===== src/rtl/dtpy_pkg.sv =====
package dtpy_pkg;

  // Datapath width of the CORDIC vector components. Components enter scaled to 2^39 full
  // scale and grow by the CORDIC gain and the quadrant fold, so 44 bits leave headroom.
  localparam int DATA_W = 44;

  // Angle accumulator width: 2^31 stands for pi, and the quadrant fold plus the sum of all
  // micro-rotation angles can pass pi, hence two extra bits.
  localparam int ANG_W = 34;

  // Bits of the positive vector length handed from the first pass to the gain correction.
  localparam int LEN_W = 42;

  // Components are placed so that full scale sits at 2^39.
  localparam int FULL_SCALE_POS = 40;

  localparam logic signed [ANG_W-1:0] HALF_PI_ANG = 34'sd1073741824;

  // Inverse CORDIC gain as a fraction of 2^31.
  localparam int GAIN_W = 31;
  localparam logic [GAIN_W-1:0] INV_GAIN = 31'd1304065748;

  // atan(2^-i) in units where 2^31 stands for pi, rounded to nearest.
  localparam logic [31:0] ATAN_UNITS [0:31] = '{
    32'd536870912, 32'd316933406, 32'd167458907, 32'd85004756,
    32'd42667331,  32'd21354465,  32'd10679838,  32'd5340245,
    32'd2670163,   32'd1335087,   32'd667544,    32'd333772,
    32'd166886,    32'd83443,     32'd41722,     32'd20861,
    32'd10430,     32'd5215,      32'd2608,      32'd1304,
    32'd652,       32'd326,       32'd163,       32'd81,
    32'd41,        32'd20,        32'd10,        32'd5,
    32'd3,         32'd1,         32'd1,         32'd0
  };

endpackage


===== src/rtl/dtpy_gain.sv =====
module dtpy_gain #(
  parameter int SB_W = 16
) (
  input  logic                                clk,
  input  logic                                rst,
  input  logic                                en,
  input  logic                                in_valid,
  input  logic [dtpy_pkg::LEN_W-1:0]          in_len,
  input  logic [SB_W-1:0]                     in_sb,
  output logic                                out_valid,
  output logic signed [dtpy_pkg::DATA_W-1:0]  out_len,
  output logic [SB_W-1:0]                     out_sb
);
  import dtpy_pkg::*;

  localparam int LoW   = 20;
  localparam int HiW   = LEN_W - LoW;
  localparam int PHiW  = HiW + GAIN_W;
  localparam int PLoW  = LoW + GAIN_W;
  localparam int SumW  = PHiW + 1;
  localparam int DropW = GAIN_W - LoW;

  logic             mul_valid;
  logic [PHiW-1:0]  p_hi;
  logic [PLoW-1:0]  p_lo;
  logic [SB_W-1:0]  mul_sb;
  logic [SumW-1:0]  sum;
  logic [SumW-DropW-1:0] res;

  // The length is split into a high and a low part so that each product stays narrow.
  always_ff @(posedge clk) begin
    if (rst) begin
      mul_valid <= 1'b0;
      out_valid <= 1'b0;
    end else if (en) begin
      mul_valid <= in_valid;
      out_valid <= mul_valid;
    end
  end

  always_ff @(posedge clk) begin
    if (en) begin
      p_hi   <= PHiW'(in_len[LEN_W-1:LoW]) * PHiW'(INV_GAIN);
      p_lo   <= PLoW'(in_len[LoW-1:0]) * PLoW'(INV_GAIN);
      mul_sb <= in_sb;
      res    <= sum[SumW-1:DropW];
      out_sb <= mul_sb;
    end
  end

  assign sum     = SumW'(p_hi) + SumW'(p_lo[PLoW-1:LoW]);
  assign out_len = signed'(DATA_W'(res));

endmodule


===== config.mk =====
export PLATFORM = sky130hd
export DESIGN_NAME = dtpy_gain
export DESIGN_NICKNAME = d
export VERILOG_FILES = /design/src/rtl/dtpy_pkg.sv /design/src/rtl/dtpy_gain.sv
export SDC_FILE = /design/constraint.sdc
export NUM_CORES = 2
export LEC_CHECK = 0
export BUFFER_PORTS_ARGS = -buffer_cell sky130_fd_sc_hd__buf_4
export CAP_MARGIN = 20
export CORE_MARGIN = 5
export CORE_UTILIZATION = 58
export DETAILED_ROUTE_END_ITERATION = 7
export MAX_ROUTING_LAYER = met4
export PLACE_DENSITY_LB_ADDON = 0.3
export SETUP_SLACK_MARGIN = 0.02
export SLEW_MARGIN = 25
export SYNTH_ARGS = -nofsm -noshare
export SYNTH_HDL_FRONTEND = slang
export SYNTH_SLANG_ARGS = --single-unit

===== constraint.sdc =====
create_clock -name clk -period 7.4 [get_ports clk]
set_input_delay 0.37 -clock clk [delete_from_list [all_inputs] [get_ports clk]]
set_output_delay 0.37 -clock clk [all_outputs]
set_load 0.005 [all_outputs]

==> key figures <==
Clocking
  – Quantity of gates resized following cts: 0
  – Maximum buffer depth of the clock tree: 2
  – Worst-Skew Late Latency: 440 ps
  – Clock tree from TritonCTS: done
  – Register clock-pin slew on the reported worst setup and hold paths: 70 ps
  – Total number of clock tree sinks: around 160
  – H-tree level count: 4
  – Number of buffers inserted for hold repair after clock tree synthesis: 0
  – Total clock buffers created by CTS: 17
  – Root cell of the clock tree: clkbuf_16
  – Number of setup buffers added after CTS: 0

Setup path
  – Critical path origin: in_len[4]
  – Worst path most repeated cell: fa_1
  – Type of element capturing the critical path: register
  – Startpoint of the worst-slack reg-to-reg timing path: p_hi[12]
  – R2R Path End: res[36]
  – Kind of start point of the critical path: input pin
  – Worst-path fanout max: 7
  – Crit. path cell count: 23
  – Cell breakdown of the critical path: buf_4 > ha_1 > inv_1 > fa_1 > inv_1 > fa_1 > fa_1 > inv_1 > fa_1 > inv_1 > fa_1 > fa_1 > ha_1 > and4_1 > a21boi_1 > a31oi_1 > a2111oi_2 > buf_4 > o211ai_1 > nand2_1 > a221o_1 > a21o_1 > xor2_1
  – Last element of the critical path: p_lo[48]
  – Buffering stage count on the worst path with inverters included: 6
  – Worst-case register-to-register setup slack: 4030 ps
  – Required time at the worst-slack endpoint: 7590 ps
  – Stage delay of the slowest cell on the critical path: approximately 560 ps
  – Setup CP Type: in -> reg
  – Worst endpoint data arrival time: around 7000 ps
  – Slowest CP cell: fa_1
  – Category of cells accounting for the largest share of critical-path delay: adder cells
  – Depth of the most critical reg-to-reg path: 10

Routing
  – Residual DRC: 0
  – Post-DR vias/cell: 5.51
  – Post-Route WL: 70,700 um
  – Wire per inst: 21.8 um
  – Violation count after the first detailed-routing iteration: ~1,300
  – Vias post-DR: around 18,000
  – Length of the first detailed-routing pass in iterations: 5
  – ANT nets after route: 0

Timing
  – Post-route fraction of the period consumed by the critical path: 0.919
  – Worst Skew: 13.8 ps
  – Worst Max-Slew Pin Slew: 957 ps
  – Worst slew margin relative to its limit: 0.362
  – Count of final max-slew check failures: 0
  – Number of endpoints failing setup at the final stage: 0
  – Maximum clock rate: 147 MHz
  – Unrepaired setup endpoints after global routing: false
  – Post-route setup TNS: 0 ps
  – Minimum period implied by the final worst setup slack: 6800 ps
  – Final-report hold violation count: 0

Logic synthesis
  – Number of enable-type register cells in the synthesized netlist: between 150 and 200
  – Number of register bits inferred by synthesis: 157
  – Post-synthesis average cell area: around 11 um^2
  – Cell type contributing the most total cell area after synthesis: fa_1
  – Cell area after synthesis: 0.0272 mm^2
  – Gate Count Post-Synth: ~2,500
  – Most common cell in the netlist: inv_1
  – Unique masters post-synth: 78
  – Syn Nets: between 3,000 and 4,000
  – Prevailing post-synth register cell: edfxtp_1
  – Sequential area share after synthesis: 0.172
  – Share of flip-flops with an asynchronous set or reset after synthesis: 0
  – Cells taking the most area after synthesis: fa_1 36%, ha_1 21%, edfxtp_1 17%, inv_1 9.5%, xnor2_1 2.3%
  – Yosys warnings: 0
  – Portion of synthesized cell area occupied by the leading cell type: 0.360
  – Leading post-synthesis cells by instance count: 686 x inv_1, 490 x fa_1, 466 x ha_1

Cells and area
  – Growth of design area from synthesis to finish: 8.51%
  – Nets: 3,640
  – Fraction of layout cells with a size suffix above 1: 0.0740

Min path
  – Hold-critical path depth: 2
  – Type of the tightest min-delay check: in -> reg

Die
  – Initial Util: 0.586
  – Vertical extent of the die: about 230 um
  – Horizontal die dimension: roughly 230 um
  – Floorplan row count: 79
  – Die Outline Area: slightly above 0.05 mm^2
  – Core Footprint: roughly 0.046 mm^2
  – Io pins: 123

GRT
  – GRT Resource Usage Total: 0.295
  – Initial antenna violation count: 2
  – Vias in the first global route: 19,100
  – Overflow after GRT: 0
  – Maximum number of pins on one net before global-route repair: 83
  – Wire length of the first global-routing pass: roughly 110,000 um

Place
  – Count of input and output buffers: 121
  – Gp weighted congestion: 0.990
  – Final HPWL DP: 63,900 um

Status
  – Result of the run: completed

Flow run
  – Number of max-cap violations: 0
[cells by family (layout without fill, tap and decap cells)]
kind of cell,after synthesis,count (layout),synth area share
XOR/XNOR,115,115,0.0370
multiplexers,2,2,0.000736
AO/OA/AOI/OAI,290,290,0.0701
adder cells (fa/ha/maj),956,956,0.575
buffers and inverters,696,849,0.0964
AND/OR/NAND/NOR,265,265,0.0485
flip-flops,157,157,0.172
other,1,2,0.000138
[routing by layer]
layer | wire [um] | part of all wire | up-vias | GRT usage
met5 | 0 | 0 | - | -
met1 | 33600 | 0.48 | 9035 | 0.447
met2 | 29600 | 0.42 | 567 | 0.409
li1 | - | - | 8219 | -
met4 | 871 | 0.012 | 0 | 0.0409
met3 | 6620 | 0.094 | 53 | 0.0866
[metrics by stage]
stage          cells  utilization  hold slack [ps]  setup WS, ps  cell area, um^2
3_3_place_gp    3210        0.622              400           421            28900
3_5_place_dp    3210        0.622              406           244            28900
2_1_floorplan   2482            -              400          1060            27200
5_1_grt         3243        0.636             70.6           412            29500
4_1_cts         3242        0.636             78.0           687            29500
6_report        3243        0.636             94.0           596            29500
[worst min path at each step]
stage | endpoint | slack (ps) | start
finish | out_valid | 90 | rst
global route | out_valid | 70 | rst
CTS | out_valid | 80 | rst
detailed placement | out_sb[15] | 410 | mul_sb[15]
global placement | out_sb[15] | 400 | mul_sb[15]
floorplan | out_sb[0] | 400 | mul_sb[0]
[sequential cells by signal, summed over array words and instances, names as in the netlist]
name       count
mul_valid      1
p_lo          29
out_valid      1
mul_sb        16
res           43
p_hi          51
out_sb        16
[layout by cell type, fill, tap and decap left out, types with 6 or more instances in the layout]
cell	count
xor2_1	45
and2_1	9
a211oi_1	8
o21a_1	6
nand3_1	34
nand2_1	63
nor2b_1	7
o21ai_0	47
ha_1	466
fa_1	490
nand4_1	19
buf_4	130
a31oi_1	13
xnor2_1	70
o21bai_1	11
clkbuf_16	17
and3_1	14
nor3b_1	7
inv_1	686
o211ai_1	9
edfxtp_1	155
a21oi_1	103
nor2_1	65
nor3_1	16
a21o_1	41
[final cells by class]
class                           count  area (um^2)
Tap cell                          607          759
Clock inverter                     15          188
Fill cell                        3791        16900
Multi-Input combinational cell   1629        19900
Inverter                          686         2570
Antenna cell                        1         2.50
Sequential cell                   157         4690
Timing Repair Buffer              131          987
Clock buffer                       17          425
Power is left out: the tool's default activity adds up to more than one toggle a clock period on the data nets, which glitch-free logic cannot reach.
